File: config.mk
export PLATFORM = sky130hd
export DESIGN_NAME = command_frame_receiver_queue
export DESIGN_NICKNAME = d
export VERILOG_FILES = /design/src/cfrq_pkg.sv /design/src/cfrq_ring.sv /design/src/command_frame_receiver_queue.sv
export SDC_FILE = /design/constraint.sdc
export NUM_CORES = 1
export LEC_CHECK = 0
export BUFFER_PORTS_ARGS = -buffer_cell sky130_fd_sc_hd__buf_2
export CORE_UTILIZATION = 40
export DETAILED_ROUTE_END_ITERATION = 8
export PLACE_DENSITY = 0.67
export SLEW_MARGIN = 20
export SYNTH_ARGS = -nofsm -noshare
export SYNTH_HDL_FRONTEND = slang
export SYNTH_SLANG_ARGS = --single-unit
File: constraint.sdc
create_clock -name clk -period 9.6 [get_ports clk]
set_input_delay 0.96 -clock clk [delete_from_list [all_inputs] [get_ports clk]]
set_output_delay 0.96 -clock clk [all_outputs]
set_load 0.005 [all_outputs]
File: src/cfrq_pkg.sv
`timescale 1ns / 1ps

package cfrq_pkg;

    // Ring geometry: QUEUE_DEPTH slots, at most QUEUE_DEPTH-1 commands held.
    localparam int QUEUE_DEPTH = 16;
    localparam int RING_IDX_W  = (QUEUE_DEPTH > 1) ? $clog2(QUEUE_DEPTH) : 1;
    localparam int FILL_W      = 4;

    // Frame layout.
    localparam int FRAME_LEN = 9;
    localparam int POS_W     = 4;

    localparam logic [POS_W-1:0] POS_START = POS_W'(0);
    localparam logic [POS_W-1:0] POS_ONE   = POS_W'(1);
    localparam logic [POS_W-1:0] POS_P     = POS_W'(2);
    localparam logic [POS_W-1:0] POS_D     = POS_W'(3);
    localparam logic [POS_W-1:0] POS_CMD   = POS_W'(7);
    localparam logic [POS_W-1:0] POS_LAST  = POS_W'(FRAME_LEN - 1);

    // Character codes used in the frame check and command decode.
    localparam logic [7:0] CHAR_DASH  = 8'h2D;
    localparam logic [7:0] CHAR_ONE   = 8'h31;
    localparam logic [7:0] CHAR_UP_P  = 8'h50;
    localparam logic [7:0] CHAR_LOW_D = 8'h64;
    localparam logic [7:0] CHAR_ZERO  = 8'h30;
    localparam logic [7:0] CHAR_FOUR  = 8'h34;
    localparam logic [7:0] PREV_CMD_RESET = 8'hFF;

    typedef enum logic {
        OP_BYTE = 1'b0,
        OP_TAKE = 1'b1
    } op_t;

    typedef struct packed {
        logic              empty;
        logic              full;
        logic [7:0]        head;
        logic [FILL_W-1:0] fill_next;
    } ring_status_t;

endpackage

File: src/cfrq_ring.sv
`timescale 1ns / 1ps

module cfrq_ring (
    input  logic                  clk,
    input  logic                  rst_n,
    input  logic                  push,
    input  logic                  pop,
    input  logic [7:0]            push_byte,
    output cfrq_pkg::ring_status_t status
);

    localparam int IW = cfrq_pkg::RING_IDX_W;
    localparam logic [IW:0] DEPTH_V = (IW + 1)'(cfrq_pkg::QUEUE_DEPTH);
    localparam logic [IW-1:0] LAST_IDX = IW'(cfrq_pkg::QUEUE_DEPTH - 1);

    logic [7:0]    ring_mem [cfrq_pkg::QUEUE_DEPTH];
    logic [7:0]    head_reg;
    logic [IW-1:0] wr_reg;
    logic [IW-1:0] wr_next;
    logic [IW-1:0] rd_reg;
    logic [IW-1:0] rd_next;
    logic [IW-1:0] wr_inc;
    logic [IW-1:0] rd_inc;
    logic [IW:0]   diff;

    always_comb
    begin
        wr_inc  = (wr_reg == LAST_IDX) ? '0 : wr_reg + IW'(1);
        rd_inc  = (rd_reg == LAST_IDX) ? '0 : rd_reg + IW'(1);
        wr_next = push ? wr_inc : wr_reg;
        rd_next = pop ? rd_inc : rd_reg;
        if (wr_next >= rd_next)
        begin
            diff = {1'b0, wr_next} - {1'b0, rd_next};
        end
        else
        begin
            diff = {1'b0, wr_next} + DEPTH_V - {1'b0, rd_next};
        end
        status.empty     = (wr_reg == rd_reg);
        status.full      = (wr_inc == rd_reg);
        status.head      = head_reg;
        status.fill_next = cfrq_pkg::FILL_W'(diff);
    end

    always_ff @(posedge clk or negedge rst_n)
    begin
        if (!rst_n)
        begin
            wr_reg <= '0;
            rd_reg <= '0;
        end
        else
        begin
            wr_reg <= wr_next;
            rd_reg <= rd_next;
        end
    end

    // The head register follows the slot that will be read next; a byte pushed
    // into that very slot is forwarded straight into it.
    always_ff @(posedge clk)
    begin
        if (push)
        begin
            ring_mem[wr_reg] <= push_byte;
        end
        if (push && (wr_reg == rd_next))
        begin
            head_reg <= push_byte;
        end
        else
        begin
            head_reg <= ring_mem[rd_next];
        end
    end

endmodule

File: src/command_frame_receiver_queue.sv
`timescale 1ns / 1ps

// Command frame receiver with a command queue.
// Input channel (in_valid / in_stall): each beat carries an operation and
// rx_byte. A byte beat feeds the nine-byte frame assembler; a take beat pops
// the oldest queued command. Frames must read "-1Pd", three free bytes, the
// command byte and a closing '0'; a good frame queues its command unless full.
// Output channel (out_valid / out_stall): exactly one result beat per input
// beat, carrying the frame flags, the popped command with its mode decode and
// acknowledge flag, and the queue fill left after that beat.
// out_valid rises in the cycle after acceptance. Unless stalled, one beat
// is taken every cycle: all decoding sits between the input ports and the
// result register, and the ring keeps its oldest command in a head register.
// While the receiver stalls, the result register holds and in_stall is high,
// so no further beat is taken until the held result is taken; a result taken
// in the same cycle frees the register for the next beat.
// Reset empties the queue, returns the frame assembler to the first byte and
// sets the last-command register to 0xFF so the first command is
// acknowledged unless it is 0xFF itself.
module command_frame_receiver_queue (
    input  logic       clk,
    input  logic       rst_n,
    input  logic       in_valid,
    output logic       in_stall,
    input  logic       operation,
    input  logic [7:0] rx_byte,
    output logic       out_valid,
    input  logic       out_stall,
    output logic       frame_complete,
    output logic       frame_queued,
    output logic       frame_lost_full,
    output logic       cmd_present,
    output logic [7:0] cmd_byte,
    output logic       mode_set,
    output logic [2:0] motor_mode,
    output logic       ack_send,
    output logic [3:0] queue_fill
);

    logic                         accept;
    logic                         is_byte;
    logic                         is_take;
    logic                         push;
    logic                         pop;
    logic                         last_byte;
    logic                         frame_good;
    cfrq_pkg::ring_status_t       ring_st;

    logic [cfrq_pkg::POS_W-1:0]   pos_reg;
    logic [cfrq_pkg::POS_W-1:0]   pos_next;
    logic                         ok_one_reg;
    logic                         ok_p_reg;
    logic                         ok_d_reg;
    logic [7:0]                   cmd7_reg;
    logic [7:0]                   prev_cmd_reg;

    logic                         out_valid_reg;
    logic                         complete_reg;
    logic                         queued_reg;
    logic                         lost_reg;
    logic                         present_reg;
    logic [7:0]                   cmd_reg;
    logic                         mode_set_reg;
    logic [2:0]                   mode_reg;
    logic                         ack_reg;
    logic [3:0]                   fill_reg;

    logic                         is_digit;
    logic                         differs;

    assign in_stall = out_valid_reg && out_stall;
    assign accept   = in_valid && !in_stall;
    assign is_byte  = accept && (operation == cfrq_pkg::OP_BYTE);
    assign is_take  = accept && (operation == cfrq_pkg::OP_TAKE);

    // The first byte is only kept when it is a dash; later positions always
    // advance, so the dash check of the final frame is already implied.
    assign last_byte  = is_byte && (pos_reg == cfrq_pkg::POS_LAST);
    assign frame_good = ok_one_reg && ok_p_reg && ok_d_reg
                        && (rx_byte == cfrq_pkg::CHAR_ZERO);
    assign push       = last_byte && frame_good && !ring_st.full;
    assign pop        = is_take && !ring_st.empty;

    assign is_digit = (ring_st.head >= cfrq_pkg::CHAR_ZERO)
                      && (ring_st.head <= cfrq_pkg::CHAR_FOUR);
    assign differs  = (ring_st.head != prev_cmd_reg);

    always_comb
    begin
        pos_next = pos_reg;
        if (is_byte)
        begin
            if (pos_reg == cfrq_pkg::POS_START)
            begin
                pos_next = (rx_byte == cfrq_pkg::CHAR_DASH) ? cfrq_pkg::POS_ONE
                                                            : cfrq_pkg::POS_START;
            end
            else if (pos_reg == cfrq_pkg::POS_LAST)
            begin
                pos_next = cfrq_pkg::POS_START;
            end
            else
            begin
                pos_next = pos_reg + cfrq_pkg::POS_W'(1);
            end
        end
    end

    cfrq_ring u_ring (
        .clk       (clk),
        .rst_n     (rst_n),
        .push      (push),
        .pop       (pop),
        .push_byte (cmd7_reg),
        .status    (ring_st)
    );

    always_ff @(posedge clk or negedge rst_n)
    begin
        if (!rst_n)
        begin
            pos_reg       <= cfrq_pkg::POS_START;
            prev_cmd_reg  <= cfrq_pkg::PREV_CMD_RESET;
            out_valid_reg <= 1'b0;
        end
        else
        begin
            pos_reg <= pos_next;
            if (pop && differs)
            begin
                prev_cmd_reg <= ring_st.head;
            end
            if (accept)
            begin
                out_valid_reg <= 1'b1;
            end
            else if (!out_stall)
            begin
                out_valid_reg <= 1'b0;
            end
        end
    end

    // Frame field checks, captured as each byte arrives.
    always_ff @(posedge clk)
    begin
        if (is_byte)
        begin
            if (pos_reg == cfrq_pkg::POS_ONE)
            begin
                ok_one_reg <= (rx_byte == cfrq_pkg::CHAR_ONE);
            end
            if (pos_reg == cfrq_pkg::POS_P)
            begin
                ok_p_reg <= (rx_byte == cfrq_pkg::CHAR_UP_P);
            end
            if (pos_reg == cfrq_pkg::POS_D)
            begin
                ok_d_reg <= (rx_byte == cfrq_pkg::CHAR_LOW_D);
            end
            if (pos_reg == cfrq_pkg::POS_CMD)
            begin
                cmd7_reg <= rx_byte;
            end
        end
    end

    always_ff @(posedge clk)
    begin
        if (accept)
        begin
            complete_reg <= last_byte;
            queued_reg   <= push;
            lost_reg     <= last_byte && frame_good && ring_st.full;
            present_reg  <= pop;
            cmd_reg      <= pop ? ring_st.head : 8'h00;
            mode_set_reg <= pop && is_digit;
            mode_reg     <= (pop && is_digit) ? 3'(ring_st.head - cfrq_pkg::CHAR_ZERO)
                                              : 3'd0;
            ack_reg      <= pop && differs;
            fill_reg     <= ring_st.fill_next;
        end
    end

    assign out_valid       = out_valid_reg;
    assign frame_complete  = complete_reg;
    assign frame_queued    = queued_reg;
    assign frame_lost_full = lost_reg;
    assign cmd_present     = present_reg;
    assign cmd_byte        = cmd_reg;
    assign mode_set        = mode_set_reg;
    assign motor_mode      = mode_reg;
    assign ack_send        = ack_reg;
    assign queue_fill      = fill_reg;

endmodule
==> metrics, run 1 <==
DR DRC count 0; first-pass GRT wire length 24300 um; hold slack final 506 ps; maximum clock skew at final layout 7.94 ps; clock insertion delay at the later pin of the skew report 430 ps; net total in the final layout 533; largest net degree at the start of global routing 32; Yosys reg bits 185; final standard cell area without fillers 8910 um^2; worst min-delay path category in -> async; Clock Sinks 185; commonest cells after routing, fill and taps aside 160 x sky130_fd_sc_hd__edfxtp_1, 35 x sky130_fd_sc_hd__buf_2, 29 x sky130_fd_sc_hd__mux4_2, 29 x sky130_fd_sc_hd__nor2_1, 25 x sky130_fd_sc_hd__xnor2_1; buffer cell driving the clock tree root sky130_fd_sc_hd__clkbuf_16; Clock Pin Slew Worst Setup and Hold Paths 60 ps; sum of negative setup slack 0 ps; count of flip-flops with a built-in enable after synthesis 160; Fin. Hold Viols 0; vias in the first global route 4335; standard cell area after detailed placement 8390 um^2; number of flip-flops in the largest register 128; TritonCTS clock tree yes; I/O pin count 36; Worst Slack Setup Final 5810 ps; peak ir drop on the vdd network 133 uV; Rel. slew slack 29.3%; TritonCTS Buffers 17; First DRT Iteration DRCs 438; Final GP Congestion 0.750; Global Route Usage Sum 16.6%; Arr. time, crit path 3960 ps; via count 4035; leakage 3.09 nW; maximum fanout along the worst path 23; final routed wire length divided by cell count 19.5 um; Post-CTS Hold Fix Bufs 0; maximum count of clock buffers along a single path 2; overall routed net length 15300 um; run status finished, final reports clean; height of the die 143 um; power density relative to cell area 259 nW/um^2; post-synthesis async set-or-reset flop share 11.4%; syn avg cell area 17.1 um^2; total congestion overflow after global routing 0; input/output buffers 35; Netlist Area Pre-Place 7940 um^2; largest register by flop count u_ring.ring_mem; synthesis-to-layout area growth 12.3%; drt first pass iters 4; dpl hpwl 10400 um; total number of placement rows 51; most used flip-flop cell after synthesis sky130_fd_sc_hd__edfxtp_1; Max-cap violations 0; Setup Crit Path Kind in -> reg; post-CTS setup buffer count 0; share of post-route cells with drive strength above 1 25.1%; Slew @ Worst Pin 1060 ps; total count of max-transition violations in the final report 0; Worst Reg-to-Reg Cells 9; unrepaired setup endpoints after global routing false; number of library cell types mapped by synthesis 57; total die area 20400 um^2; Max Freq 264 MHz; kind of end point of the critical path register; syn_nets 489; synth warn 0; starting density of the core 40.8%; number of H-tree levels 4; sequential fraction of the synthesis area 68.3%; antenna diode instance count 0; final number of setup-violating endpoints 0; Reg area 5420 um^2; combined area of the multi-input logic cells 2350 um^2; core area 19500 um^2; number of fill cells in the layout 1679; worst slack, placed 5340 ps; horizontal die dimension 143 um; ratio of routed vias to standard cells 5.13; CTS-repair resized insts 0; number of antenna violations at the first check in global routing 0; required time of the critical path 9770 ps; antenna-violating nets left 0; time the final worst path needs with I/O delays and setup 3790 ps; most common cell after layout, fill and taps aside sky130_fd_sc_hd__edfxtp_1; synthesized netlist cell count 464; Final Cycle Share 39.4%; Worst Setup Start Kind input port
[worst max-delay path, cell delays in order]
cell                       delay, ps
sky130_fd_sc_hd__buf_2            80
sky130_fd_sc_hd__a21bo_2         240
sky130_fd_sc_hd__inv_1           640
sky130_fd_sc_hd__nand3_1         630
sky130_fd_sc_hd__mux2_2          510
sky130_fd_sc_hd__inv_1            90
sky130_fd_sc_hd__ha_1            240
sky130_fd_sc_hd__nor2b_1         150
sky130_fd_sc_hd__a221oi_2        280
sky130_fd_sc_hd__xnor2_1         120
[routing by layer]
layer / vias up / GRT usage, % / wire length, um
met3: 17 / 3.29 / 485
met5: - / 0 / 0
met4: 0 / 8.72 / 323
met2: 89 / 27.4 / 7840
li1: 1872 / - / -
met1: 2057 / 20.9 / 6660
[worst paths after layout]
kind                                      start          endpoint  slack (ps)
worst max register to register        out_valid     queue_fill[3]        6020
worst min register to register  prev_cmd_reg[5]   prev_cmd_reg[5]         520
worst min-delay path                      rst_n  u_ring.rd_reg[2]         510
worst max-delay path                   in_valid     queue_fill[3]        5810
max in group asynchronous                 rst_n   prev_cmd_reg[7]        8730
min in group clk                prev_cmd_reg[5]   prev_cmd_reg[5]         520
[synthesized netlist by cell type (5+ instances only)]
library cell / count / share of area (%)
sky130_fd_sc_hd__nand3_1: 5 / 0.32
sky130_fd_sc_hd__inv_1: 18 / 0.85
sky130_fd_sc_hd__mux2_2: 8 / 1.1
sky130_fd_sc_hd__mux4_2: 29 / 8.2
sky130_fd_sc_hd__nand2_1: 18 / 0.85
sky130_fd_sc_hd__edfxtp_1: 160 / 61
sky130_fd_sc_hd__dfrtp_1: 13 / 4.1
sky130_fd_sc_hd__dfstp_2: 8 / 2.6
sky130_fd_sc_hd__mux2i_1: 17 / 2.1
sky130_fd_sc_hd__and2_1: 6 / 0.47
sky130_fd_sc_hd__nor2_1: 29 / 1.4
sky130_fd_sc_hd__o21ai_0: 8 / 0.50
sky130_fd_sc_hd__xnor2_1: 25 / 2.8
sky130_fd_sc_hd__nor3_1: 12 / 0.76
sky130_fd_sc_hd__ha_1: 12 / 1.9
sky130_fd_sc_hd__a21oi_1: 9 / 0.57
sky130_fd_sc_hd__nor2b_1: 6 / 0.47
sky130_fd_sc_hd__and3_1: 5 / 0.39
sky130_fd_sc_hd__buf_2: 7 / 0.44
sky130_fd_sc_hd__nand2b_1: 6 / 0.47
sky130_fd_sc_hd__xor2_1: 7 / 0.77
[per-stage QoR]
stage | utilization, % | total power, mW | cells
finish | 45.8 | 2.31 | 786
global route | 45.8 | 2.43 | 786
CTS | 45.8 | 2.33 | 786
detailed placement | 43.1 | 1.71 | 754
global placement | 43.1 | 1.69 | 754
floorplan | - | 1.55 | 464
[final cells by class]
type,count,share of cell area [%]
Clock buffer,19,4.86
Clock inverter,13,0.969
Inverter,19,0.800
Multi-Input combinational cell,244,26.4
Sequential cell,185,60.8
Tap cell,265,3.72
Timing Repair Buffer,41,2.47
[report_power, final]
part	switching (mW)	internal (mW)
clock network	0.278	0.349
logic	0.356	0.324
registers	0.0652	0.939
[kinds of logic (layout without fill, tap and decap cells)]
kind of cell	Yosys count	in the layout	synth area share, %
DFF	185	185	68.3
and+or+nand+nor	104	104	7.03
muxes	60	60	13.2
buffers and inverters	35	92	2.25
AOI/OAI and AO/OA	34	34	3.37
xor gates and xnor gates	34	34	4.02
adders and majority gates	12	12	1.89
Power figures use the tool's default switching activity.
==> run 2, diff against run 1 <==
Settings changed: ABC_AREA from default to 1.
Clock period 9.6 ns to 3.6 ns, I/O delays scaled along.
==> metrics, run 2 <==
post-synthesis async set-or-reset flop share 11.4%; total congestion overflow after global routing 0; standard cell area after detailed placement 8660 um^2; net switching power 2.10 mW; vias in the first global route 5345; core area 19800 um^2; commonest cells after routing, fill and taps aside 215 x sky130_fd_sc_hd__nand2_1, 160 x sky130_fd_sc_hd__edfxtp_1, 89 x sky130_fd_sc_hd__inv_1, 87 x sky130_fd_sc_hd__nand3_1, 79 x sky130_fd_sc_hd__nor2_1; height of the die 145 um; count of flip-flops with a built-in enable after synthesis 160; kind of end point of the critical path register; final number of setup-violating endpoints 0; Final GP Congestion 0.809; sequential fraction of design power 42.5%; number of flip-flops in the largest register 128; most used flip-flop cell after synthesis sky130_fd_sc_hd__edfxtp_1; syn avg cell area 10.4 um^2; maximum fanout along the worst path 7; Final Cycle Share 81.5%; Switching Fraction 34.2%; clock network power share 27.6%; Comb power frac 29.9%; net total in the final layout 854; most common cell after layout, fill and taps aside sky130_fd_sc_hd__nand2_1; sum of negative setup slack 0 ps; Rel. slew slack 41.3%; cell-internal power 4.05 mW; number of H-tree levels 4; first-pass GRT wire length 28100 um; most frequent cell after synthesis sky130_fd_sc_hd__nand2_1; CTS-repair resized insts 0; time the final worst path needs with I/O delays and setup 2940 ps; ratio of routed vias to standard cells 4.98; Fin. Hold Viols 0; Post-CTS Hold Fix Bufs 1; Worst Setup Start Kind register; number of library cell types mapped by synthesis 36; overall routed net length 17400 um; Worst Reg-to-Reg Cells 16; final routed wire length divided by cell count 15.7 um; drt first pass iters 5; DR DRC count 0; First DRT Iteration DRCs 408; run status finished, final reports clean; starting density of the core 41.4%; share of post-route cells with drive strength above 1 11.4%; list of most frequent post-synthesis cells 215 x sky130_fd_sc_hd__nand2_1, 160 x sky130_fd_sc_hd__edfxtp_1, 89 x sky130_fd_sc_hd__inv_1, 87 x sky130_fd_sc_hd__nand3_1, 79 x sky130_fd_sc_hd__nor2_1; cell type contributing the most total cell area after synthesis sky130_fd_sc_hd__edfxtp_1; Clock Sinks 185; worst min-delay path category in -> reg; Setup Crit Path Kind reg -> reg; largest register by flop count u_ring.ring_mem; clock insertion delay at the later pin of the skew report 430 ps; synthesized netlist cell count 785; buffer cell driving the clock tree root sky130_fd_sc_hd__clkbuf_16; required time of the critical path 3780 ps; top cells by area in the synthesized netlist sky130_fd_sc_hd__edfxtp_1 59%, sky130_fd_sc_hd__nand2_1 9.8%, sky130_fd_sc_hd__nand3_1 5.3%; Max-cap violations 0; leakage 3.73 nW; Netlist Area Pre-Place 8200 um^2; proportion of netlist area held by the largest area contributor 58.6%; Global Route Usage Sum 17.4%; input/output buffers 35; Slew @ Worst Pin 879 ps; synthesis-to-layout area growth 12.2%; maximum clock skew at final layout 10.6 ps; final standard cell area without fillers 9200 um^2; largest net degree at the start of global routing 77; Yosys reg bits 185; antenna-violating nets left 0; total number of placement rows 51; Max Freq 341 MHz; TritonCTS clock tree yes; syn_nets 810; maximum count of clock buffers along a single path 2; Clock Pin Slew Worst Setup and Hold Paths 60 ps; antenna diode instance count 0; number of cells traversed by the worst hold path 1; unrepaired setup endpoints after global routing false; TritonCTS Buffers 17; peak ir drop on the vdd network 393 uV; dpl hpwl 11400 um; synth warn 0; number of antenna violations at the first check in global routing 0; PnR Total Power 6.15 mW; post-CTS setup buffer count 0; via count 5510; total die area 21100 um^2; I/O pin count 36; sequential fraction of the synthesis area 66.1%; total count of max-transition violations in the final report 0; horizontal die dimension 145 um; power density relative to cell area 669 nW/um^2; Arr. time, crit path 3120 ps
-- run 2: cell count changes after synthesis, sizes merged, moves of 10 or more --
cell | previous run | this run
o21ai | 8 | 32
nor2 | 29 | 80
buf | 12 | 27
nand2 | 18 | 218
xnor2 | 26 | 7
inv | 19 | 91
nand3 | 5 | 88
mux4 | 32 | 0
mux2 | 10 | 0
mux2i | 18 | 2
-- run 2: logic make-up after synthesis --
group	count (synthesis)	share of synthesized area [%]
adders and majority gates	12	1.83
muxes	2	0.244
DFF	185	66.1
xor gates and xnor gates	8	0.855
and+or+nand+nor	401	20.4
buffers and inverters	122	6.66
AOI/OAI and AO/OA	55	3.85
-- run 2: worst paths after layout --
check	from	endpoint	slack [ps]
worst max-delay path	pos_reg[0]	queue_fill[3]	660
worst min-delay path	rx_byte[1]	cmd7_reg[1]	130
worst max register to register	pos_reg[0]	queue_fill[3]	660
worst min register to register	prev_cmd_reg[0]	prev_cmd_reg[0]	470
max in group asynchronous	rst_n	prev_cmd_reg[1]	2780
min in group asynchronous	rst_n	u_ring.rd_reg[1]	460
-- run 2: layer usage --
| metal | track usage (%) | part of all wire [%] |
|---|---|---|
| met5 | 0 | 0 |
| met4 | 5.32 | 1.1 |
| met3 | 4.21 | 5.6 |
| met2 | 28.2 | 49 |
| met1 | 23.0 | 44 |
-- run 2: worst max-delay path, stage by stage, from the launching register on --
cell	delay [ps]
sky130_fd_sc_hd__dfrtp_1	410
sky130_fd_sc_hd__inv_1	130
sky130_fd_sc_hd__ha_1	160
sky130_fd_sc_hd__inv_1	70
sky130_fd_sc_hd__nor3_1	130
sky130_fd_sc_hd__nand2_1	100
sky130_fd_sc_hd__nor4_2	360
sky130_fd_sc_hd__nand2_1	210
sky130_fd_sc_hd__inv_1	210
sky130_fd_sc_hd__nor2_1	60
sky130_fd_sc_hd__a21oi_1	190
sky130_fd_sc_hd__ha_1	220
sky130_fd_sc_hd__inv_1	70
sky130_fd_sc_hd__a31oi_1	200
sky130_fd_sc_hd__nand2_1	80
sky130_fd_sc_hd__nand2_1	60
sky130_fd_sc_hd__nand2_1	40
-- run 2: stage by stage --
stage / setup slack, ps / hold slack [ps] / util [%] / instances
global placement: 794 / 365 / 43.8 / 1074
floorplan: 1090 / 64.4 / - / 785
finish: 665 / 130 / 46.5 / 1107
detailed placement: 688 / 373 / 43.8 / 1074
CTS: 672 / 113 / 46.5 / 1107
global route: 307 / 111 / 46.5 / 1107
-- run 2: final cells by class --
| class | instances | area [um^2] |
|---|---|---|
| tap | 265 | 332 |
| sequential | 185 | 5420 |
| multi-input combinational | 478 | 2230 |
| timing repair buffer | 55 | 340 |
| fill | 1831 | 10600 |
| clock buffer | 24 | 452 |
| inverter | 92 | 345 |
| clock inverter | 8 | 75.1 |
-- run 2: power by group through the flow --
stage / sequential, mW / combinational (mW) / clock, mW
2_1_floorplan: 2.62 / 1.42 / 0
3_5_place_dp: 2.66 / 1.83 / 0
3_3_place_gp: 2.65 / 1.81 / 0
5_1_grt: 2.63 / 2.08 / 1.80
4_1_cts: 2.61 / 1.84 / 1.72
6_report: 2.62 / 1.84 / 1.70
